[config.mk]
export PLATFORM = sky130hd
export DESIGN_NAME = ask_bit_link_framer_unit
export DESIGN_NICKNAME = d
export VERILOG_FILES = /design/src/sv/abl_pkg.sv /design/src/sv/abl_rx.sv /design/src/sv/abl_tx.sv /design/src/sv/ask_bit_link_framer_unit.sv
export SDC_FILE = /design/constraint.sdc
export NUM_CORES = 1
export LEC_CHECK = 0
export ABC_AREA = 0
export BUFFER_PORTS_ARGS = -buffer_cell sky130_fd_sc_hd__buf_2
export CAP_MARGIN = 10
export CELL_PAD_IN_SITES_DETAIL_PLACEMENT = 1
export CELL_PAD_IN_SITES_GLOBAL_PLACEMENT = 2
export CORE_UTILIZATION = 40
export DETAILED_ROUTE_END_ITERATION = 16
export PLACE_DENSITY = 0.88
export SLEW_MARGIN = 25
export SYNTH_ARGS = -nofsm -noshare
export SYNTH_HDL_FRONTEND = slang
export SYNTH_SLANG_ARGS = --single-unit
[constraint.sdc]
create_clock -name i_clk -period 9 [get_ports i_clk]
set_clock_uncertainty 0.1 [all_clocks]
set_input_delay 1.35 -clock i_clk [delete_from_list [all_inputs] [get_ports i_clk]]
set_output_delay 1.35 -clock i_clk [all_outputs]
set_load 0.01 [all_outputs]
[src/sv/abl_pkg.sv]
// ----------------------------------------------------------------------------
// abl_pkg
// shared types, codes and helpers for the bit link framer
// ----------------------------------------------------------------------------
package abl_pkg;

    localparam int ABL_BUFFER_BYTES = 16;

    localparam logic [7:0] SYM_START   = 8'hBE;
    localparam logic [7:0] SYM_DUMMY   = 8'hBF;
    localparam logic [7:0] SYM_END     = 8'hED;
    localparam logic [7:0] CHAR_NL     = 8'h0A;
    localparam logic [7:0] PATTERN_RST = 8'hEC;

    typedef enum logic [1:0] {
        CFG_CAL_ENABLE = 2'd0,
        CFG_SYNC_PAT   = 2'd1,
        CFG_PROMISC    = 2'd2
    } t_cfg_index;

    typedef enum logic [2:0] {
        EV_NONE      = 3'd0,
        EV_CALIB     = 3'd1,
        EV_RAW       = 3'd2,
        EV_LEN_HI    = 3'd3,
        EV_LEN_LO    = 3'd4,
        EV_PAYLOAD   = 3'd5,
        EV_END_OK    = 3'd6,
        EV_END_MISS  = 3'd7
    } t_rx_event;

    typedef enum logic [1:0] {
        DF_WAIT    = 2'd0,
        DF_LEN_HI  = 2'd1,
        DF_LEN_LO  = 2'd2,
        DF_PAYLOAD = 2'd3
    } t_df_state;

    typedef struct packed {
        logic       cal_en;
        logic [7:0] pattern;
        logic       promisc;
    } t_cfg;

    // upper-case hex ascii of a nibble
    function automatic logic [7:0] hex_char(input logic [3:0] n);
        logic [7:0] n8;
        n8 = {4'h0, n};
        return (n < 4'd10) ? (8'h30 + n8) : (8'h37 + n8);
    endfunction

    // ascii length character to nibble, modulo 16
    function automatic logic [3:0] char_nibble(input logic [7:0] a);
        return (a <= 8'h39) ? a[3:0] : (a[3:0] + 4'd9);
    endfunction

endpackage

[src/sv/abl_rx.sv]
// ----------------------------------------------------------------------------
// abl_rx
// receive shifter, sync detection, byte assembly and packet deframer
// ----------------------------------------------------------------------------
module abl_rx
    import abl_pkg::*;
(
    input  logic       i_clk,
    input  logic       i_rst_n,
    input  logic       i_tick,
    input  logic       i_bit,
    input  t_cfg       i_cfg,
    output logic       o_cal_next,
    output t_rx_event  o_event,
    output logic [7:0] o_byte
);

    logic [7:0] r_shift, n_shift;
    logic [2:0] r_bits_left, n_bits_left;
    logic       r_cal, n_cal;
    t_df_state  r_df, n_df;
    logic [7:0] r_exp, n_exp;
    logic [7:0] r_cnt, n_cnt;

    logic [7:0] shift_in;
    logic       cal_mode;
    logic       byte_done;
    logic [3:0] nib;

    always_comb begin
        shift_in  = {r_shift[6:0], i_bit};
        cal_mode  = i_cfg.cal_en && !r_cal;
        byte_done = i_tick && !cal_mode && (r_bits_left == 3'd0);
        nib       = char_nibble(shift_in);
    end

    // next state
    always_comb begin
        n_shift     = r_shift;
        n_bits_left = r_bits_left;
        n_cal       = r_cal;
        n_df        = r_df;
        n_exp       = r_exp;
        n_cnt       = r_cnt;
        if (i_tick) begin
            if (cal_mode) begin
                n_shift = shift_in;
                if (shift_in == i_cfg.pattern) begin
                    n_cal = 1'b1;
                end
            end else if (r_bits_left != 3'd0) begin
                n_shift     = shift_in;
                n_bits_left = r_bits_left - 3'd1;
            end else begin
                n_shift     = 8'h00;
                n_bits_left = 3'd7;
                if (!i_cfg.promisc) begin
                    case (r_df)
                        DF_WAIT: begin
                            if (shift_in == SYM_START) begin
                                n_df = DF_LEN_HI;
                            end
                        end
                        DF_LEN_HI: begin
                            n_exp = {nib, 4'h0};
                            n_df  = DF_LEN_LO;
                        end
                        DF_LEN_LO: begin
                            n_exp = {r_exp[7:4], nib};
                            n_cnt = 8'h00;
                            n_df  = DF_PAYLOAD;
                        end
                        DF_PAYLOAD: begin
                            if (r_cnt < r_exp) begin
                                n_cnt = r_cnt + 8'd1;
                            end else begin
                                n_df = DF_WAIT;
                            end
                        end
                        default: n_df = DF_WAIT;
                    endcase
                end
            end
        end
    end

    // event outputs
    always_comb begin
        o_event = EV_NONE;
        o_byte  = 8'h00;
        if (i_tick && cal_mode && (shift_in == i_cfg.pattern)) begin
            o_event = EV_CALIB;
            o_byte  = shift_in;
        end else if (byte_done) begin
            if (i_cfg.promisc) begin
                if (!(i_cfg.cal_en && shift_in == i_cfg.pattern)
                    && shift_in != 8'h00 && shift_in != 8'hFF) begin
                    o_event = EV_RAW;
                    o_byte  = shift_in;
                end
            end else begin
                case (r_df)
                    DF_WAIT: o_event = EV_NONE;
                    DF_LEN_HI: begin
                        o_event = EV_LEN_HI;
                        o_byte  = shift_in;
                    end
                    DF_LEN_LO: begin
                        o_event = EV_LEN_LO;
                        o_byte  = shift_in;
                    end
                    DF_PAYLOAD: begin
                        if (r_cnt < r_exp) begin
                            o_event = EV_PAYLOAD;
                        end else if (shift_in == SYM_END) begin
                            o_event = EV_END_OK;
                        end else begin
                            o_event = EV_END_MISS;
                        end
                        o_byte = shift_in;
                    end
                    default: o_event = EV_NONE;
                endcase
            end
        end
    end

    assign o_cal_next = n_cal;

    always_ff @(posedge i_clk) begin
        if (!i_rst_n) begin
            r_shift     <= 8'h00;
            r_bits_left <= 3'd7;
            r_cal       <= 1'b0;
            r_df        <= DF_WAIT;
            r_exp       <= 8'h00;
            r_cnt       <= 8'h00;
        end else begin
            r_shift     <= n_shift;
            r_bits_left <= n_bits_left;
            r_cal       <= n_cal;
            r_df        <= n_df;
            r_exp       <= n_exp;
            r_cnt       <= n_cnt;
        end
    end

endmodule

[src/sv/abl_tx.sv]
// ----------------------------------------------------------------------------
// abl_tx
// message store, commit logic and frame / calibration pattern transmitter
// ----------------------------------------------------------------------------
module abl_tx
    import abl_pkg::*;
#(
    parameter int BUFFER_BYTES = ABL_BUFFER_BYTES
) (
    input  logic       i_clk,
    input  logic       i_rst_n,
    input  logic       i_tick,
    input  logic       i_char_en,
    input  logic [7:0] i_char,
    input  t_cfg       i_cfg,
    input  logic       i_cal_next,
    output logic       o_level,
    output logic       o_committed,
    output logic       o_busy
);

    localparam int W_LEN  = $clog2(BUFFER_BYTES + 1);
    localparam int W_ADDR = (BUFFER_BYTES > 1) ? $clog2(BUFFER_BYTES) : 1;
    // frame position held as index plus four, so the leading symbols start at 0
    localparam int W_IDX  = $clog2(BUFFER_BYTES + 6);

    localparam logic [W_IDX-1:0] POS_DUMMY  = W_IDX'(0);
    localparam logic [W_IDX-1:0] POS_START  = W_IDX'(1);
    localparam logic [W_IDX-1:0] POS_LEN_HI = W_IDX'(2);
    localparam logic [W_IDX-1:0] POS_LEN_LO = W_IDX'(3);
    localparam logic [W_IDX-1:0] POS_DATA   = W_IDX'(4);

    logic [7:0]       mem [BUFFER_BYTES];
    logic [7:0]       r_rd_data;

    logic [W_LEN-1:0] r_fill, n_fill;
    logic [W_LEN-1:0] r_len, n_len;
    logic             r_ready, n_ready;
    logic [W_IDX-1:0] r_pos, n_pos;
    logic [2:0]       r_bit, n_bit;
    logic [2:0]       r_phase, n_phase;
    logic [7:0]       r_fb, n_fb;
    logic             r_level, n_level;

    logic             wr_en;
    logic [W_ADDR-1:0] rd_addr;
    logic [W_IDX-1:0] len_pos;
    logic [7:0]       len8;
    logic [7:0]       sel_byte;
    logic             committed;

    always_comb begin
        len_pos = W_IDX'(r_len) + POS_DATA;
        len8    = 8'(r_len);
        if (r_pos == POS_DUMMY) begin
            sel_byte = SYM_DUMMY;
        end else if (r_pos == POS_START) begin
            sel_byte = SYM_START;
        end else if (r_pos == POS_LEN_HI) begin
            sel_byte = hex_char(len8[7:4]);
        end else if (r_pos == POS_LEN_LO) begin
            sel_byte = hex_char(len8[3:0]);
        end else if (r_pos < len_pos) begin
            sel_byte = r_rd_data;
        end else if (r_pos == len_pos) begin
            sel_byte = SYM_END;
        end else begin
            sel_byte = SYM_DUMMY;
        end
    end

    always_comb begin
        n_fill    = r_fill;
        n_len     = r_len;
        n_ready   = r_ready;
        n_pos     = r_pos;
        n_bit     = r_bit;
        n_phase   = r_phase;
        n_fb      = r_fb;
        n_level   = r_level;
        wr_en     = 1'b0;
        committed = 1'b0;
        if (i_char_en && !r_ready) begin
            if (i_char == CHAR_NL) begin
                if (r_fill != '0) begin
                    n_len     = r_fill;
                    n_ready   = 1'b1;
                    n_fill    = '0;
                    committed = 1'b1;
                end
            end else if (r_fill < W_LEN'(BUFFER_BYTES)) begin
                wr_en  = 1'b1;
                n_fill = r_fill + W_LEN'(1);
            end
        end
        if (i_tick) begin
            if (r_ready && r_phase == 3'd7) begin
                if (r_bit == 3'd7) begin
                    n_fb = sel_byte;
                end
                n_level = n_fb[r_bit];
                if (r_bit == 3'd0) begin
                    n_bit = 3'd7;
                    if (r_pos >= len_pos + W_IDX'(1)) begin
                        n_pos   = POS_DUMMY;
                        n_ready = 1'b0;
                    end else begin
                        n_pos = r_pos + W_IDX'(1);
                    end
                end else begin
                    n_bit = r_bit - 3'd1;
                end
            end else begin
                if (i_cfg.cal_en && !i_cal_next) begin
                    n_level = i_cfg.pattern[r_phase];
                end
                n_phase = r_phase - 3'd1;
            end
        end
    end

    // read runs ahead on the next position so payload data for the current position is already registered
    assign rd_addr = W_ADDR'(n_pos - POS_DATA);

    always_ff @(posedge i_clk) begin
        if (wr_en) begin
            mem[W_ADDR'(r_fill)] <= i_char;
        end
        r_rd_data <= mem[rd_addr];
    end

    always_ff @(posedge i_clk) begin
        if (!i_rst_n) begin
            r_fill  <= '0;
            r_len   <= '0;
            r_ready <= 1'b0;
            r_pos   <= POS_DUMMY;
            r_bit   <= 3'd7;
            r_phase <= 3'd7;
            r_fb    <= 8'h00;
            r_level <= 1'b0;
        end else begin
            r_fill  <= n_fill;
            r_len   <= n_len;
            r_ready <= n_ready;
            r_pos   <= n_pos;
            r_bit   <= n_bit;
            r_phase <= n_phase;
            r_fb    <= n_fb;
            r_level <= n_level;
        end
    end

    assign o_level     = n_level;
    assign o_committed = committed;
    assign o_busy      = n_ready;

endmodule

[src/sv/ask_bit_link_framer_unit.sv]
// ----------------------------------------------------------------------------
// ask_bit_link_framer_unit
// bit-serial link framer with calibration, message buffer and packet deframer
// ----------------------------------------------------------------------------
// One input beat is either a bit tick carrying the sampled receive level or a
// host character. Every accepted beat yields exactly one output beat, moving
// from the input register into the result register; a new beat is accepted in
// every cycle, set only by the input register / result register pair, so the
// throughput is one beat per clock while the output side keeps up. Host
// characters fill a message buffer and a newline commits a non-empty message;
// the transmitter then sends dummy, start, two hex length chars, payload, end
// and dummy, MSB first, one bit per tick. While calibration is enabled and the
// link is not yet locked, the sync pattern is repeated on the line. The
// message buffer has no reset and is only used at positions already written.
// Configuration writes take effect at once and belong to idle periods.
module ask_bit_link_framer_unit
    import abl_pkg::*;
#(
    parameter int BUFFER_BYTES = ABL_BUFFER_BYTES
) (
    input  logic        i_clk,
    input  logic        i_rst_n,
    // input stream
    input  logic        s_axis_tvalid,
    output logic        s_axis_tready,
    input  logic [15:0] s_axis_tdata,   // [0] rx_bit, [8:1] host_char, rest zero
    input  logic        s_axis_tuser,   // cmd: 0 bit tick, 1 host character
    // output stream
    output logic        m_axis_tvalid,
    input  logic        m_axis_tready,
    output logic [15:0] m_axis_tdata,   // [0] tx_level, [3:1] rx_event, [11:4] rx_byte,
                                        // [12] msg_committed, [13] tx_busy, rest zero
    // configuration writes
    input  logic        i_cfg_we,
    input  logic [1:0]  i_cfg_index,
    input  logic [7:0]  i_cfg_data
);

    // configuration registers
    t_cfg       r_cfg;

    // input register
    logic       r_in_valid;
    logic       r_in_cmd;
    logic       r_in_bit;
    logic [7:0] r_in_char;

    // result register
    logic        r_out_valid;
    logic [15:0] r_out_data;

    logic       advance;
    logic       tick;
    logic       char_en;
    logic       cal_next;
    t_rx_event  rx_event;
    logic [7:0] rx_byte;
    logic       tx_level;
    logic       committed;
    logic       busy;

    // the working stage fires when the result register is free or draining
    assign advance       = r_in_valid && (!r_out_valid || m_axis_tready);
    assign s_axis_tready = !r_in_valid || advance;
    assign tick          = advance && !r_in_cmd;
    assign char_en       = advance && r_in_cmd;

    always_ff @(posedge i_clk) begin
        if (!i_rst_n) begin
            r_cfg.cal_en  <= 1'b1;
            r_cfg.pattern <= PATTERN_RST;
            r_cfg.promisc <= 1'b1;
        end else if (i_cfg_we) begin
            case (i_cfg_index)
                CFG_CAL_ENABLE: r_cfg.cal_en  <= i_cfg_data[0];
                CFG_SYNC_PAT:   r_cfg.pattern <= i_cfg_data;
                CFG_PROMISC:    r_cfg.promisc <= i_cfg_data[0];
                default:        r_cfg         <= r_cfg;
            endcase
        end
    end

    // input register: takes a beat whenever the previous one moves on
    always_ff @(posedge i_clk) begin
        if (!i_rst_n) begin
            r_in_valid <= 1'b0;
        end else if (s_axis_tready) begin
            r_in_valid <= s_axis_tvalid;
        end
    end

    always_ff @(posedge i_clk) begin
        if (s_axis_tvalid && s_axis_tready) begin
            r_in_cmd  <= s_axis_tuser;
            r_in_bit  <= s_axis_tdata[0];
            r_in_char <= s_axis_tdata[8:1];
        end
    end

    abl_rx u_rx (
        .i_clk      (i_clk),
        .i_rst_n    (i_rst_n),
        .i_tick     (tick),
        .i_bit      (r_in_bit),
        .i_cfg      (r_cfg),
        .o_cal_next (cal_next),
        .o_event    (rx_event),
        .o_byte     (rx_byte)
    );

    abl_tx #(
        .BUFFER_BYTES (BUFFER_BYTES)
    ) u_tx (
        .i_clk       (i_clk),
        .i_rst_n     (i_rst_n),
        .i_tick      (tick),
        .i_char_en   (char_en),
        .i_char      (r_in_char),
        .i_cfg       (r_cfg),
        .i_cal_next  (cal_next),
        .o_level     (tx_level),
        .o_committed (committed),
        .o_busy      (busy)
    );

    // result register
    always_ff @(posedge i_clk) begin
        if (!i_rst_n) begin
            r_out_valid <= 1'b0;
        end else if (advance) begin
            r_out_valid <= 1'b1;
        end else if (m_axis_tready) begin
            r_out_valid <= 1'b0;
        end
    end

    always_ff @(posedge i_clk) begin
        if (advance) begin
            r_out_data <= {2'b00, busy, committed, rx_byte, rx_event, tx_level};
        end
    end

    assign m_axis_tvalid = r_out_valid;
    assign m_axis_tdata  = r_out_data;

endmodule

# Word-level counts from Yosys, hierarchy flattened
# Memory sizes are Yosys's and may differ from the RTL's. A register that Yosys moved wholly into a read port is not among the register bits.
# Index checks and enable logic that the tools add are counted.
[totals] reg_bits=96 ram_bits=128 output_inout_bits=18 n_memories=1
[memory_table] name="u_tx.mem" words=16 word_bits=8 rd=1 rd_clocked_by_memory_dff=1 write_ports=1 line="abl_tx.sv:33" text="logic [7:0] mem [BUFFER_BYTES];"
[op_classes] addsub=13 n_lt_le_gt_ge=8 n_eq_ne=20 mux=64 n_bitwise=6 reduce_logical=52
[ops] cell="8-bit two-way mux" count=15
[ops] cell="5-bit two-way mux" count=7
[ops] cell="8-bit one-hot mux with 2 select lines" count=2
[ops] cell="1-bit two-way mux" count=25
[ops] cell="7-bit two-way mux" count=3
[ops] cell="6-bit AND reduction" count=3
[ops] cell="8-bit == test, second input constant" count=2
[ops] cell="5-bit by 1-bit adder with 5-bit output, second input constant" count=3
[ops] cell="1-bit logical AND" count=15
[ops] cell="6-bit by 4-bit adder with 7-bit output, first input constant" count=2
[ops] cell="2-bit AND reduction" count=7
[ops] cell="3-bit two-way mux" count=4
[ops] cell="3-bit one-hot mux with 4 select lines" count=1
[ops] cell="5-bit by 2-bit == test with 1-bit output, second input constant" count=2
[ops] cell="3-bit by 1-bit subtractor with 3-bit output, second input constant" count=3
[ops] cell="8-bit by 1-bit adder with 8-bit output, second input constant" count=1
[ops] cell="8-bit by 4-bit == test with 1-bit output, second input constant" count=1
[ops] cell="8-bit == test" count=1
[ops] cell="8-bit by 6-bit less-or-equal comparator with 1-bit output, second input constant" count=1
[ops] cell="1-bit zero test" count=8
[ops] cell="3-bit by 4-bit < comparator with 1-bit output, second input constant" count=2
[ops] cell="8-bit < comparator" count=1
[ops] cell="8-bit inequality test, second input constant" count=1
[ops] cell="2-bit one-hot mux with 4 select lines" count=1
[ops] cell="31 further kinds" count=52

# Longest topological paths before layout
[depth] ltp_word=15 depth_mapped=13 mapped_depth_nobuf=11

# By module
# Synthesis repeated with hierarchy kept, for this count alone.
[hier_totals] cells_unflattened=1160 area_unflattened_um2=12150.4
[modules_own_cells] module="abl_tx" instances=1 cells_each=846 area_per_inst_um2=8911.0 seq_area_each_um2=4624.4
[modules_own_cells] module="abl_rx" instances=1 cells_each=231 area_per_inst_um2=1965.6 seq_area_each_um2=580.6
[modules_own_cells] module="ask_bit_link_framer_unit" instances=1 cells_each=83 area_per_inst_um2=1273.7 seq_area_each_um2=960.9

# Worst setup path after synthesis
# OpenSTA, ideal clock, no wires.
[synth_path] kind="input-to-reg" from="input m_axis_tready" to="memory u_tx.mem[3][0], enable pin" arrival_ns=3.119 required_time_ns=8.517 setup_slack_ns=5.398 stages=5 path_cell_list="nand2b_1 nand4b_1 nor3b_1 nand2_1 nor3_1"
[synth_between] elab_chain_len=7
[synth_lines] element="start, declared" line="ask_bit_link_framer_unit.sv:30" text="input logic m_axis_tready,"
[synth_lines] element="1-bit logical OR" line="ask_bit_link_framer_unit.sv:63" text="assign advance = r_in_valid && (!r_out_valid || m_axis_tready);"
[synth_lines] element="1-bit logical AND" line="ask_bit_link_framer_unit.sv:63"
[synth_lines] element="1-bit logical AND" line="ask_bit_link_framer_unit.sv:66" text="assign char_en = advance && r_in_cmd;"
[synth_lines] element="1-bit logical AND" line="abl_tx.sv:83" text="if (i_char_en && !r_ready) begin"
[synth_lines] element="1-bit two-way mux" line="abl_tx.sv:83"
[synth_lines] element="1-bit two-way mux" line="abl_tx.sv:126" text="if (wr_en) begin"
[synth_lines] element="1-bit two-way mux (implied by the code)" line="abl_tx.sv:127" text="mem[W_ADDR'(r_fill)] <= i_char;"
[synth_lines] element="end, declared" line="abl_tx.sv:33"
# Every way passes these cells.

# Worst setup path in the final report
[layout_path] from="register u_tx.r_len[2]" to="register u_tx.r_rd_data[2] (read register of u_tx.mem)"
[layout_between] elab_chain_len=8
[layout_lines] element="start, declared" line="abl_tx.sv:37" text="logic [W_LEN-1:0] r_len, n_len;"
[layout_lines] element="start signal, assigned" line="abl_tx.sv:144" text="r_len <= n_len;"
[layout_lines] element="5-bit by 3-bit adder with 5-bit output" line="abl_tx.sv:53" text="len_pos = W_IDX'(r_len) + POS_DATA;"
[layout_lines] element="5-bit by 1-bit adder with 5-bit output" line="abl_tx.sv:104" text="if (r_pos >= len_pos + W_IDX'(1)) begin"
[layout_lines] element="5-bit >= comparator" line="abl_tx.sv:104"
[layout_lines] element="5-bit two-way mux" line="abl_tx.sv:104"
[layout_lines] element="5-bit two-way mux" line="abl_tx.sv:102" text="if (r_bit == 3'd0) begin"
[layout_lines] element="5-bit two-way mux" line="abl_tx.sv:97" text="if (r_ready && r_phase == 3'd7) begin"
[layout_lines] element="5-bit two-way mux" line="abl_tx.sv:96" text="if (i_tick) begin"
[layout_lines] element="4-bit by 3-bit subtractor with 4-bit output" line="abl_tx.sv:123" text="assign rd_addr = W_ADDR'(n_pos - POS_DATA);"
[layout_lines] element="end, declared" line="abl_tx.sv:34" text="logic [7:0] r_rd_data;"
# Every way passes these cells.
# A chain may end at the register's enable or synchronous reset.

==> results.toml <==
[critical_path]
path_class = "flip-flop to flip-flop"
crit_path_end_kind = "flip-flop"
worstPathRequired_ns = 9.32
critPathMaxFanout = 37
cp.arrival_ns = 4.68
startpoint_type = "flip-flop"

[layout]
final_cell_mix = "152 x edfxtp_1, 138 x nand2_1, 92 x a21oi_1"
synthToLayoutAreaGrowth_pct = 12.66
drive_gt1_share_pct = 10.02
layout_commonest_cell = "edfxtp_1"
final_net_count = 1086
fillCellCount = 2790
design_area_mm2 = 0.01200
antenna_cells = 0

[sta]
final_max_slew_viol_count = 0
final-setup-viol-count = 0
rsz0062_at_grt = "no"
hold_ws_ns = 0.3571
finalSetupTns_ns = 0
timing.fmax_mhz = 229.0
hold_viol_final = 0
tightestPinTransition_ns = 1.147
maxSlewHeadroom_pct = 23.52
finalCriticalPeriod_ns = 4.366
fin_crit_sh_pct = 48.51

[clock_network]
cts_tree = "done"
cts_hold_buf = 0
cts-root-buf = "clkbuf_16"
h-tree-depth = 1
clk_latency_ns = 0.55
clkSinkCount = 232
cts-buffers-inserted = 25
cts_resized = 0
clkTransAtPathRegs_ns = 0.06
cts_setup_buffers = 0
clock_path_buffers = 3

[logic_synthesis]
synth_area_mm2 = 0.01066
yosys_most_used_dff = "edfxtp_1"
yosysTopAreaCellShare_pct = 42.84
ys_seq_area_share_pct = 57.87
syn_area_per_cell_um2 = 10.91
synth_cell_types = 64
ys_ff_latch = 232
async_flop_share_pct = 0
synth.area.top_cells = "edfxtp_1 43%, dfxtp_1 15%, ha_1 5.3%, nand2_1 4.9%, a21oi_1 4.3%"
synth-edff-count = 152
yosys.area.top_type = "edfxtp_1"
netlist_instances = 977
yosys_warnings = 0

[grt]
grt_first_pass_wirelength_mm = 43.04
grtUsageTotal_pct = 20.63
grt_pass1_vias = 7818
grt_overflow = 0
antenna_found_initial = 0
grt_max_degree = 57

[pwr]
clkPwrFrac_pct = 46.8
p_leak_nw = 4.201
irDropWorstVdd_v = 0.0002350
p_int_mw = 1.794
powerDensity_mw_per_mm2 = 188.8
p_switching_mw = 0.4731
seq_power_share_pct = 51.2
p_sw_share_pct = 20.87
pwr-share-comb_pct = 2.0

[floorplanning]
die_h_um = 165.2
rows = 59
core_mm2 = 0.02606
pin_count = 50
start_util_pct = 40.89
die_w_um = 165.2
die-area_mm2 = 0.02729

[route]
vias_per_cell = 5.614
num_vias = 7652
post_drt_wl_per_cell_um = 20.36
drtAntennaViolNets = 0
wirelength_mm = 27.75
drtIter0Drc = 463
drc = 0
first_pass_iters = 5

[placement]
port_buffers = 40
hpwl_mm = 18.89
globalplace.congestion = 0.8150
dpl_cell_area_mm2 = 0.01115

[run]
cap_violations = 0

[run_status]
status = "finished clean"

[min_path]
worstHoldPathType = "flip-flop to flip-flop"
layout make-up:
cell class                      count  area [µm²]  share of cell area (%)
Clock inverter                     15       166.4                   1.386
Sequential cell                   232        6166                   51.37
Clock buffer                       31       689.4                   5.743
Inverter                           34       127.6                   1.063
Multi-Input combinational cell    669        4183                   34.84
Timing Repair Buffer               47       252.7                   2.105
Tap cell                          335       419.2                   3.492
state kept, by name, summed over array words and instances (netlist names), 3 cells and up:
register,cells
m_axis_tdata,14
r_cfg,10
r_in_char,8
u_rx.r_bits_left,3
u_rx.r_cnt,8
u_rx.r_exp,8
u_rx.r_shift,7
u_tx.mem,128
u_tx.r_bit,3
u_tx.r_fb,8
u_tx.r_fill,5
u_tx.r_len,5
u_tx.r_phase,3
u_tx.r_pos,5
u_tx.r_rd_data,8
worst paths after layout:
path	startpoint	end	slack, ns	depth (start not counted)
worst min-delay path	u_rx.r_exp[3]	u_rx.r_exp[3]	0.36	2
worst max-delay path	u_tx.r_len[2]	u_tx.r_rd_data[2]	4.63	11
worst min register to register	u_rx.r_exp[3]	u_rx.r_exp[3]	0.36	2
worst max register to register	u_tx.r_len[2]	u_tx.r_rd_data[2]	4.63	11
critical path: stages, from the launching register on:
cell and delay, ns:
dfxtp_1 0.49, ha_1 0.30, xnor2_1 0.20, xnor2_1 0.17, ha_1 0.26, a21oi_1 0.21, o21ai_1 0.28, o21ai_4 0.77
buf_4 0.52, mux2i_1 0.25, a221oi_1 0.16, or4_1 0.51
cell families (layout without fill, tap and decap cells):
kind of cell               Yosys count  count (layout)  share of synthesized area, %
xor gates and xnor gates            26              26                         2.137
AOI/OAI and AO/OA                  220             220                         13.07
and+or+nand+nor                    351             351                         15.96
muxes                               25              25                         2.583
adders and majority gates           45              45                         5.284
buffers and inverters               77             127                         3.065
other                                1               2                       0.03519
DFF                                232             232                         57.87
power by group through the flow:
stage	clock, mW	combinational (mW)	sequential (mW)
finish	1.06	0.0454	1.16
global route	1.12	0.0507	1.16
CTS	1.08	0.0464	1.16
detailed placement	0	0.0459	1.18
global placement	0	0.0442	1.18
floorplan	0	0.0273	1.18
metrics by stage:
stage | setup slack, ns | utilization [%] | power [mW] | instances
after floorplan | 5.398 | - | 1.205 | 978
after global placement | 4.324 | 42.78 | 1.227 | 1317
after detailed placement | 4.328 | 42.78 | 1.230 | 1317
after CTS | 4.603 | 46.07 | 2.286 | 1363
after global routing | 4.336 | 46.07 | 2.330 | 1363
final | 4.634 | 46.07 | 2.267 | 1363
routing by layer:
layer | global-route usage, % | wire length (µm) | part of all wire, % | vias to the layer above
li1 | - | - | - | 3650
met1 | 25.69 | 11810 | 43 | 3814
met2 | 36.69 | 14200 | 51 | 137
met3 | 2.522 | 955 | 3.4 | 51
met4 | 7.131 | 783 | 2.8 | 0
met5 | 0 | 0 | 0 | -
synth_stat cells (12+ instances only):
master / count
a21oi_1: 92
a221oi_1: 33
and2_1: 13
clkbuf_1: 34
dfxtp_1: 80
edfxtp_1: 152
ha_1: 45
inv_1: 33
mux2i_1: 23
nand2_1: 138
nand2b_1: 17
nand3_1: 29
nand4_1: 12
nor2_1: 69
nor3_1: 13
o21ai_0: 26
xnor2_1: 17
(Power assumes the default switching activity.)
